File: src/rtl/rewp_pkg.sv
// Shared types and constants for the rolling extreme with position block.
// No dependencies; imported by every module of the block.
`timescale 1ns / 1ps
`default_nettype none

package rewp_pkg;

   localparam int SAMPLE_BITS = 32;
   localparam int WIN_W       = 7;
   localparam int CSR_ADDR_W  = 4;
   localparam int CSR_DATA_W  = 32;
   localparam int CSR_IDX_W   = 2;

   // Register indexes, decoded from paddr word bits
   localparam logic [CSR_IDX_W-1:0] REG_WINDOW_LEN = 2'd0;
   localparam logic [CSR_IDX_W-1:0] REG_MIN_VALID  = 2'd1;
   localparam logic [CSR_IDX_W-1:0] REG_FIND_MIN   = 2'd2;

   localparam logic [WIN_W-1:0] WINDOW_LEN_RESET = 7'd1;
   localparam logic [WIN_W-1:0] MIN_VALID_RESET  = 7'd1;

   // Order-preserving unsigned key: sample with the sign bit flipped
   typedef logic [SAMPLE_BITS-1:0] key_type;
   localparam key_type KEY_SIGN = {1'b1, {(SAMPLE_BITS-1){1'b0}}};
   localparam key_type KEY_LOW  = '0;
   localparam key_type KEY_HIGH = '1;

   typedef struct packed {
      logic signed [SAMPLE_BITS-1:0] sample;
      logic                          sample_present;
      logic                          series_start;
   } req_type;

   typedef struct packed {
      logic signed [SAMPLE_BITS-1:0] extreme_value;
      logic [WIN_W-1:0]              extreme_position;
      logic                          result_valid;
   } rsp_type;

   typedef struct packed {
      key_type key;
      logic    present;
   } entry_type;

   // Operands of the shared compare unit
   typedef struct packed {
      key_type a;
      key_type b;
      logic    ties;
      logic    find_min;
   } cmp_req_type;

endpackage

`default_nettype wire

File: src/rtl/rewp_cmp.sv
// Shared compare unit: does key a beat key b under the current mode.
// Depends on rewp_pkg.
`timescale 1ns / 1ps
`default_nettype none

module rewp_cmp (
   input  rewp_pkg::cmp_req_type cmp_req,
   output logic                  beats
);
   import rewp_pkg::*;

   always_comb begin
      if (cmp_req.find_min) begin
         beats = cmp_req.ties ? (cmp_req.a <= cmp_req.b) : (cmp_req.a < cmp_req.b);
      end else begin
         beats = cmp_req.ties ? (cmp_req.a >= cmp_req.b) : (cmp_req.a > cmp_req.b);
      end
   end

endmodule

`default_nettype wire

File: src/rtl/rolling_extreme_with_position_core.sv
// Top level of the rolling extreme with position block: CSRs, window memory,
// scan sequencer and result register. Depends on rewp_pkg and rewp_cmp.
//
//   channel   direction  signals                              handshake
//   req       in         req_valid, req_ready, req_data       valid/ready
//   rsp       out        rsp_valid, rsp_ready, rsp_data       valid/ready
//   csr       in/out     csr_psel .. csr_pready (APB style)   pready tied high
//
// While a series fills, each accepted request goes through ST_FIN back to ST_IDLE.
// With a full window every request rescans all W entries of the window through the
// single memory read port (W = effective window length).
// Synchronous active-high reset; the window memory is not cleared.
// A result waiting in the output register does not block the next request;
// only a second finished result stalls until rsp_ready.
`timescale 1ns / 1ps
`default_nettype none

module rolling_extreme_with_position_core #(
   parameter int MAX_WINDOW = 64
) (
   input  logic                                clock,
   input  logic                                reset,
   input  logic                                req_valid,
   output logic                                req_ready,
   input  rewp_pkg::req_type                   req_data,
   output logic                                rsp_valid,
   input  logic                                rsp_ready,
   output rewp_pkg::rsp_type                   rsp_data,
   input  logic                                csr_psel,
   input  logic                                csr_penable,
   input  logic                                csr_pwrite,
   input  logic [rewp_pkg::CSR_ADDR_W-1:0]     csr_paddr,
   input  logic [rewp_pkg::CSR_DATA_W-1:0]     csr_pwdata,
   output logic [rewp_pkg::CSR_DATA_W-1:0]     csr_prdata,
   output logic                                csr_pready
);
   import rewp_pkg::*;

   localparam int ADDR_W = (MAX_WINDOW > 1) ? $clog2(MAX_WINDOW) : 1;
   localparam int CNT_W  = $clog2(MAX_WINDOW + 1);
   localparam int EXT_W  = (CNT_W > WIN_W) ? CNT_W : WIN_W;

   typedef enum logic [1:0] {ST_IDLE, ST_SCAN, ST_FIN} state_type;

   // ---------------- configuration registers ----------------
   logic [WIN_W-1:0] window_len_ff;
   logic [WIN_W-1:0] min_valid_ff;
   logic             find_min_ff;
   logic             csr_write;
   logic [CSR_IDX_W-1:0] csr_idx;

   assign csr_pready = 1'b1;
   assign csr_write  = csr_psel & csr_penable & csr_pwrite & csr_pready;
   assign csr_idx    = csr_paddr[CSR_ADDR_W-1:2];

   always_ff @(posedge clock) begin
      if (reset) begin
         window_len_ff <= WINDOW_LEN_RESET;
         min_valid_ff  <= MIN_VALID_RESET;
         find_min_ff   <= 1'b0;
      end else if (csr_write) begin
         case (csr_idx)
            REG_WINDOW_LEN: window_len_ff <= csr_pwdata[WIN_W-1:0];
            REG_MIN_VALID:  min_valid_ff  <= csr_pwdata[WIN_W-1:0];
            REG_FIND_MIN:   find_min_ff   <= csr_pwdata[0];
            default: ;
         endcase
      end
   end

   always_comb begin
      case (csr_idx)
         REG_WINDOW_LEN: csr_prdata = {{(CSR_DATA_W-WIN_W){1'b0}}, window_len_ff};
         REG_MIN_VALID:  csr_prdata = {{(CSR_DATA_W-WIN_W){1'b0}}, min_valid_ff};
         REG_FIND_MIN:   csr_prdata = {{(CSR_DATA_W-1){1'b0}}, find_min_ff};
         default:        csr_prdata = '0;
      endcase
   end

   // ---------------- effective window ----------------
   logic [EXT_W-1:0] wl_ext;
   logic [EXT_W-1:0] mv_ext;
   logic [EXT_W-1:0] w_ext;
   logic [CNT_W-1:0] w_eff;
   key_type          end_key;

   assign wl_ext  = EXT_W'(window_len_ff);
   assign mv_ext  = EXT_W'(min_valid_ff);
   assign w_ext   = (wl_ext == '0) ? EXT_W'(1) :
                    ((wl_ext > EXT_W'(MAX_WINDOW)) ? EXT_W'(MAX_WINDOW) : wl_ext);
   assign w_eff   = w_ext[CNT_W-1:0];
   assign end_key = find_min_ff ? KEY_HIGH : KEY_LOW;

   // ---------------- sequencer state ----------------
   state_type        state_ff, state_in;
   logic [ADDR_W-1:0] wp_ff, wp_in;
   logic [CNT_W-1:0] seen_ff, seen_in;
   logic [CNT_W-1:0] cnt_ff, cnt_in;
   key_type          cur_ff, cur_in;
   logic [CNT_W-1:0] age_ff, age_in;
   logic             stale_ff, stale_in;
   logic             search_ff, search_in;
   logic             full_ff, full_in;
   logic [ADDR_W-1:0] scan_addr_ff, scan_addr_in;
   logic [ADDR_W-1:0] scan_k_ff, scan_k_in;
   logic             issue_ff, issue_in;
   logic             issue_first_ff, issue_first_in;
   logic             rd_vld_ff, rd_vld_in;
   logic             rd_first_ff, rd_first_in;
   logic [ADDR_W-1:0] rd_k_ff, rd_k_in;
   logic             rsp_valid_ff, rsp_valid_in;
   rsp_type          rsp_data_ff, rsp_data_in;

   // ---------------- window memory ----------------
   entry_type        store_ff [MAX_WINDOW];
   entry_type        rd_data_ff;
   logic             mem_we;
   entry_type        mem_wdata;

   always_ff @(posedge clock) begin
      if (mem_we) begin
         store_ff[wp_ff] <= mem_wdata;
      end
      rd_data_ff <= store_ff[scan_addr_ff];
   end

   // ---------------- request-side values ----------------
   key_type          in_key;
   logic             in_start;
   logic             stale_s;
   key_type          cur_s;
   logic [CNT_W-1:0] age_s;
   logic [CNT_W-1:0] seen_s;
   logic [CNT_W-1:0] seen_n;
   logic [CNT_W-1:0] age_n;
   logic [ADDR_W-1:0] wp_n;
   logic [ADDR_W:0]  start_sum;
   logic [ADDR_W:0]  start_addr;
   logic             fill;
   logic             search;
   logic             accept;

   assign accept   = req_valid & req_ready;
   assign in_key   = key_type'(req_data.sample) ^ KEY_SIGN;
   assign in_start = req_data.series_start;
   assign stale_s  = in_start | stale_ff;
   assign cur_s    = in_start ? end_key : cur_ff;
   assign age_s    = in_start ? '0 : age_ff;
   assign seen_s   = in_start ? '0 : seen_ff;
   assign seen_n   = (seen_s < CNT_W'(MAX_WINDOW)) ? seen_s + CNT_W'(1) : seen_s;
   assign age_n    = (!stale_s && (age_s < CNT_W'(MAX_WINDOW))) ? age_s + CNT_W'(1) : age_s;
   assign wp_n     = (wp_ff == ADDR_W'(MAX_WINDOW - 1)) ? '0 : wp_ff + ADDR_W'(1);
   assign fill     = seen_n < w_eff;
   assign search   = !fill && (stale_s || (age_n >= w_eff));
   // oldest window slot: write pointer after this request minus W, modulo depth
   assign start_sum  = {1'b0, wp_n} + (ADDR_W+1)'(MAX_WINDOW) - (ADDR_W+1)'(w_eff);
   assign start_addr = (start_sum >= (ADDR_W+1)'(MAX_WINDOW)) ?
                       start_sum - (ADDR_W+1)'(MAX_WINDOW) : start_sum;

   // ---------------- shared compare unit ----------------
   cmp_req_type cmp_req;
   logic        cmp_beats;

   always_comb begin
      cmp_req.find_min = find_min_ff;
      if (state_ff == ST_SCAN) begin
         cmp_req.a    = rd_data_ff.key;
         cmp_req.b    = cur_ff;
         cmp_req.ties = 1'b1;
      end else begin
         cmp_req.a    = in_key;
         cmp_req.b    = stale_s ? end_key : cur_s;
         cmp_req.ties = !fill;
      end
   end

   rewp_cmp u_cmp (
      .cmp_req (cmp_req),
      .beats   (cmp_beats)
   );

   // ---------------- result check ----------------
   logic [EXT_W-1:0] cnt_ext;
   logic             result_ok;
   logic [CNT_W-1:0] pos_cnt;
   logic [EXT_W-1:0] pos_ext;

   assign cnt_ext   = EXT_W'(cnt_ff);
   assign result_ok = full_ff && (w_ext >= mv_ext) && (cnt_ext >= mv_ext);
   assign pos_cnt   = w_eff - age_ff;
   assign pos_ext   = EXT_W'(pos_cnt);

   // ---------------- next state ----------------
   always_comb begin
      state_in       = state_ff;
      wp_in          = wp_ff;
      seen_in        = seen_ff;
      cnt_in         = cnt_ff;
      cur_in         = cur_ff;
      age_in         = age_ff;
      stale_in       = stale_ff;
      search_in      = search_ff;
      full_in        = full_ff;
      scan_addr_in   = scan_addr_ff;
      scan_k_in      = scan_k_ff;
      issue_in       = issue_ff;
      issue_first_in = issue_first_ff;
      rd_vld_in      = 1'b0;
      rd_first_in    = 1'b0;
      rd_k_in        = rd_k_ff;
      rsp_valid_in   = rsp_valid_ff && !rsp_ready;
      rsp_data_in    = rsp_data_ff;
      mem_we         = 1'b0;
      mem_wdata.key     = in_key;
      mem_wdata.present = req_data.sample_present;

      case (state_ff)
         ST_IDLE: begin
            if (accept) begin
               mem_we         = 1'b1;
               wp_in          = wp_n;
               seen_in        = seen_n;
               cnt_in         = '0;
               search_in      = search;
               full_in        = !fill;
               scan_addr_in   = start_addr[ADDR_W-1:0];
               scan_k_in      = ADDR_W'(w_eff - CNT_W'(1));
               issue_in       = !fill;
               issue_first_in = 1'b1;
               if (req_data.sample_present && cmp_beats && !search) begin
                  cur_in   = in_key;
                  age_in   = '0;
                  stale_in = 1'b0;
               end else begin
                  cur_in   = cur_s;
                  age_in   = age_n;
                  stale_in = stale_s;
               end
               state_in = fill ? ST_FIN : ST_SCAN;
            end
         end

         ST_SCAN: begin
            // issue one read a cycle, oldest slot first
            if (issue_ff) begin
               rd_vld_in      = 1'b1;
               rd_first_in    = issue_first_ff;
               rd_k_in        = scan_k_ff;
               issue_first_in = 1'b0;
               scan_addr_in   = (scan_addr_ff == ADDR_W'(MAX_WINDOW - 1)) ?
                                '0 : scan_addr_ff + ADDR_W'(1);
               if (scan_k_ff == '0) begin
                  issue_in = 1'b0;
               end else begin
                  scan_k_in = scan_k_ff - ADDR_W'(1);
               end
            end
            // evaluate the entry read last cycle
            if (rd_vld_ff) begin
               if (rd_data_ff.present) begin
                  cnt_in = cnt_ff + CNT_W'(1);
               end
               if (search_ff) begin
                  if (rd_first_ff) begin
                     cur_in   = rd_data_ff.present ? rd_data_ff.key : end_key;
                     age_in   = CNT_W'(rd_k_ff);
                     stale_in = 1'b0;
                  end else if (rd_data_ff.present && cmp_beats) begin
                     cur_in = rd_data_ff.key;
                     age_in = CNT_W'(rd_k_ff);
                  end
               end
               if (rd_k_ff == '0) begin
                  state_in = ST_FIN;
               end
            end
         end

         ST_FIN: begin
            // hold until the output register is free
            if (!rsp_valid_ff || rsp_ready) begin
               rsp_valid_in = 1'b1;
               if (result_ok) begin
                  rsp_data_in.extreme_value    = cur_ff ^ KEY_SIGN;
                  rsp_data_in.extreme_position = pos_ext[WIN_W-1:0];
                  rsp_data_in.result_valid     = 1'b1;
               end else begin
                  rsp_data_in = '0;
               end
               state_in = ST_IDLE;
            end
         end

         default: begin
            state_in = ST_IDLE;
         end
      endcase
   end

   always_ff @(posedge clock) begin
      if (reset) begin
         state_ff       <= ST_IDLE;
         wp_ff          <= '0;
         seen_ff        <= '0;
         cnt_ff         <= '0;
         cur_ff         <= KEY_LOW;
         age_ff         <= '0;
         stale_ff       <= 1'b1;
         search_ff      <= 1'b0;
         full_ff        <= 1'b0;
         issue_ff       <= 1'b0;
         issue_first_ff <= 1'b0;
         rd_vld_ff      <= 1'b0;
         rd_first_ff    <= 1'b0;
         rsp_valid_ff   <= 1'b0;
      end else begin
         state_ff       <= state_in;
         wp_ff          <= wp_in;
         seen_ff        <= seen_in;
         cnt_ff         <= cnt_in;
         cur_ff         <= cur_in;
         age_ff         <= age_in;
         stale_ff       <= stale_in;
         search_ff      <= search_in;
         full_ff        <= full_in;
         issue_ff       <= issue_in;
         issue_first_ff <= issue_first_in;
         rd_vld_ff      <= rd_vld_in;
         rd_first_ff    <= rd_first_in;
         rsp_valid_ff   <= rsp_valid_in;
      end
      scan_addr_ff <= scan_addr_in;
      scan_k_ff    <= scan_k_in;
      rd_k_ff      <= rd_k_in;
      rsp_data_ff  <= rsp_data_in;
   end

   assign req_ready = (state_ff == ST_IDLE);
   assign rsp_valid = rsp_valid_ff;
   assign rsp_data  = rsp_data_ff;

endmodule

`default_nettype wire

File: config.mk
export PLATFORM = sky130hd
export DESIGN_NAME = rolling_extreme_with_position_core
export DESIGN_NICKNAME = d
export VERILOG_FILES = /design/src/rtl/rewp_pkg.sv /design/src/rtl/rewp_cmp.sv /design/src/rtl/rolling_extreme_with_position_core.sv
export SDC_FILE = /design/constraint.sdc
export NUM_CORES = 2
export LEC_CHECK = 0
export BUFFER_PORTS_ARGS = -buffer_cell sky130_fd_sc_hd__buf_4
export CAP_MARGIN = 20
export CELL_PAD_IN_SITES_DETAIL_PLACEMENT = 0
export CELL_PAD_IN_SITES_GLOBAL_PLACEMENT = 2
export CORE_AREA = 5 5 509 461
export CTS_CLUSTER_SIZE = 20
export DETAILED_ROUTE_END_ITERATION = 8
export DIE_AREA = 0 0 514 466
export PLACE_DENSITY_LB_ADDON = 0.1
export SLEW_MARGIN = 20
export SYNTH_ARGS = -nofsm -noshare
export SYNTH_HDL_FRONTEND = slang
export SYNTH_SLANG_ARGS = --single-unit
File: constraint.sdc
create_clock -name clock -period 8.43 [get_ports clock]
set_input_delay 1.2645 -clock clock [delete_from_list [all_inputs] [get_ports clock]]
set_output_delay 1.2645 -clock clock [all_outputs]
set_load 0.1 [all_outputs]
==> impl_metrics.json <==
{
  "required_ns": 9.21,
  "critPathMaxFanout": 34,
  "place.port_buffers": 98,
  "min_period_over_period": 0.674,
  "grt_max_degree": 104,
  "clock-root-buffer": "sky130_fd_sc_hd__clkbuf_16",
  "crit_path_end_kind": "register",
  "worstSetupStartpointType": "register",
  "fmaxAchievable_ghz": 0.176,
  "viasPerCell": 5.73,
  "setup_viol": 0,
  "layout-drive-gt1-share": 0.204,
  "pin_count": 152,
  "synth_seq_area_share": 0.743,
  "final_util": 0.454,
  "timing.critical_path.buf_inv": 5,
  "post-place-cells": 7929,
  "cts-htree-levels": 4,
  "first_global_vias": 47800,
  "run_status": "complete, no violations",
  "gp_routability_congestion": 0.755,
  "yosys_warnings": 0,
  "grt_antenna_before_repair": 4,
  "ys_async_sr_fraction": 0,
  "hold_class": "register to register",
  "detailroute.via_count": 48000,
  "hold_viol": 0,
  "netlist-cell-type-count": 71,
  "cell_count_after_synthesis": 4911,
  "p_leak_uw": 0.0335,
  "drv_slew": 0,
  "vdd_ir_drop_max_mv": 0.205,
  "crit_chain": "nand2b_2 -> o21ai_2 -> buf_4 -> nor2_2 -> buf_4 -> a21oi_1 -> ha_1 -> nand4_1 -> nor4_1 -> nand2_1 -> o211a_4 -> o31ai_2 -> a21oi_4 -> buf_8 -> buf_8 -> buf_4 -> o31a_1 -> nor3_2",
  "cp_slowest_stage_delay_ns": 0.81,
  "synth_enable_flop_cells": 2170,
  "rsz_0062_raised_after_global_routing": "no",
  "fin_crit_ns": 5.69,
  "global_route.overflow_total": 0,
  "globalRouteTotalUtil": 0.226,
  "drt_pre_antenna_iters": 7,
  "cts.reportedPaths.clkPinSlew_ns": 0.06,
  "worst_path_max_delay_cell": "sky130_fd_sc_hd__nor4_1",
  "synthDominantAreaCellType": "sky130_fd_sc_hd__edfxtp_1",
  "critPathMostFrequentCell": "sky130_fd_sc_hd__buf_4",
  "core.rowCount": 167,
  "floorplan.die.height_um": 466,
  "clk_skew_ns": 0.0265,
  "synth_top_cells_by_area": "sky130_fd_sc_hd__edfxtp_1 (72%), sky130_fd_sc_hd__mux4_2 (9.0%), sky130_fd_sc_hd__mux2i_1 (4.8%), sky130_fd_sc_hd__dfxtp_1 (2.6%), sky130_fd_sc_hd__o221ai_1 (2.0%)",
  "avg_cell_area_syn_um2": 18.5,
  "initialDrtViolationCount": 4610,
  "layout.cells.non_filler": 8375,
  "cts_made_buffers": 236,
  "routedWlPerCell_um": 32.8,
  "cts_setup_buffers": 0,
  "tightest_slew_ns": 1.16,
  "final_net_count": 5280,
  "initial_utilization": 0.397,
  "drt_drc_violations_left": 0,
  "wl_mm": 275,
  "hold-worst-slack_ns": 0.471,
  "synth_top_flop_cell": "sky130_fd_sc_hd__edfxtp_1",
  "hold_buffers": 0,
  "yosysTopAreaCellShare": 0.717,
  "final.setup.tns_ns": 0,
  "wire_length_of_the_first_global_routing_pass_mm": 384,
  "detail-route-antenna-nets": 0,
  "power_uw": 28500,
  "tritoncts_num_sinks": 2287,
  "crit_type": "register to register",
  "core_region_area_mm2": 0.229,
  "clock_insertion_delay_worst_skew_ns": 0.87,
  "cell_family_contributing_the_most_delay_on_the_critical_path": "simple AND/OR/NAND/NOR gates",
  "postSynthRegisterBits": 2287,
  "place.detailed.hpwl_mm": 152,
  "postCtsResizedCells": 0,
  "floorplan.die.width_um": 514,
  "max-cap-violations": 0,
  "worst_ep_arrival_time_ns": 6.47,
  "timing.max_slew.rel_slack": 0.224,
  "clockBufferDepth": 3,
  "mappedNetlistArea_mm2": 0.0908,
  "pwr_density_cell_mw_per_mm2": 275,
  "area_growth_syn_to_layout_pct": 14.3,
  "floorplan.die_area_mm2": 0.240,
  "tritoncts": "yes"
}
[through the flow]
stage	cell area [µm²]	setup WS, ns
after floorplan	90900	2.98
after CTS	104000	2.77
after global placement	95900	1.81
final	104000	2.74
after global routing	104000	2.44
after detailed placement	96000	1.96
[logic make-up after synthesis]
logic type / after synthesis / share of synthesized area
buffers and inverters: 338 / 0.0163
AND/OR/NAND/NOR: 650 / 0.0331
AO/OA/AOI/OAI: 719 / 0.0545
adder cells (fa/ha/maj): 78 / 0.0109
other: 2 / 0.0000827
flip-flops: 2287 / 0.743
multiplexers: 803 / 0.139
XOR/XNOR: 34 / 0.00328
[path summary, 6_finish.rpt]
check	slack [ns]	cells past startpoint	start	to
max	2.74	18	state_ff[1]$_SDFFE_PP0P_	cur_ff[10]$_SDFFE_PP0P_
min	0.47	1	issue_first_ff$_SDFFE_PP0P_	rd_first_ff$_SDFF_PP0_
max reg2reg	2.74	18	state_ff[1]$_SDFFE_PP0P_	cur_ff[10]$_SDFFE_PP0P_
min reg2reg	0.47	1	issue_first_ff$_SDFFE_PP0P_	rd_first_ff$_SDFF_PP0_
[state kept, by name (all words and copies together), names as in the netlist, 6 cells and up]
signal         flops
store_ff        2112
rd_data_ff        33
cur_ff            32
age_ff             7
cnt_ext            7
min_valid_ff       7
rsp_data          40
rd_k_ff            6
wp_ff              6
seen_ff            7
scan_addr_ff       6
window_len_ff      7
scan_k_ff          6
[cell usage after synthesis, drive strengths merged (27+ instances only)]
master  count
a21oi     233
and2       38
buf       152
clkbuf    156
dfxtp     117
edfxtp   2170
ha         76
inv        30
mux2i     437
mux4      364
nand2     245
nand3      27
nor2      209
nor3       55
o21ai      47
o221ai    207
o22ai     113
o31a       31
[layer usage]
| layer | vias up | track usage | share of wire |
|---|---|---|---|
| met5 | - | 0 | 0.000047 |
| met4 | 2 | 0.0408 | 0.016 |
| met3 | 293 | 0.0322 | 0.050 |
| met2 | 1285 | 0.362 | 0.47 |
| met1 | 25900 | 0.336 | 0.46 |
| li1 | 20500 | - | - |
[area by class of cell]
type	count	area (µm²)
fill	19700	125000
sequential	2287	67500
multi-input combinational	2310	22500
clock buffer	294	6300
tap	3042	3810
timing repair buffer	260	2040
clock inverter	150	1510
inverter	30	118
antenna	2	5.00
[placed cells by master (no fill, tap or decap), types with 76 or more instances in the layout]
master                      instances
sky130_fd_sc_hd__edfxtp_1        2170
sky130_fd_sc_hd__buf_4            252
sky130_fd_sc_hd__clkbuf_16        239
sky130_fd_sc_hd__ha_1              76
sky130_fd_sc_hd__o221ai_1         207
sky130_fd_sc_hd__nand2_1          244
sky130_fd_sc_hd__mux2i_1          437
sky130_fd_sc_hd__o22ai_1          113
sky130_fd_sc_hd__dfxtp_1          117
sky130_fd_sc_hd__mux4_2           364
sky130_fd_sc_hd__nor2_1           148
sky130_fd_sc_hd__a21oi_1          231
[power by group]
| part | internal (µW) | total [µW] | switching, µW |
|---|---|---|---|
| Clock | 6080 | 10600 | 4490 |
| Combinational | 1780 | 5120 | 3330 |
| Sequential | 12700 | 12800 | 193 |
| Total | 20500 | 28500 | 8020 |
(Power assumes the default switching activity.)
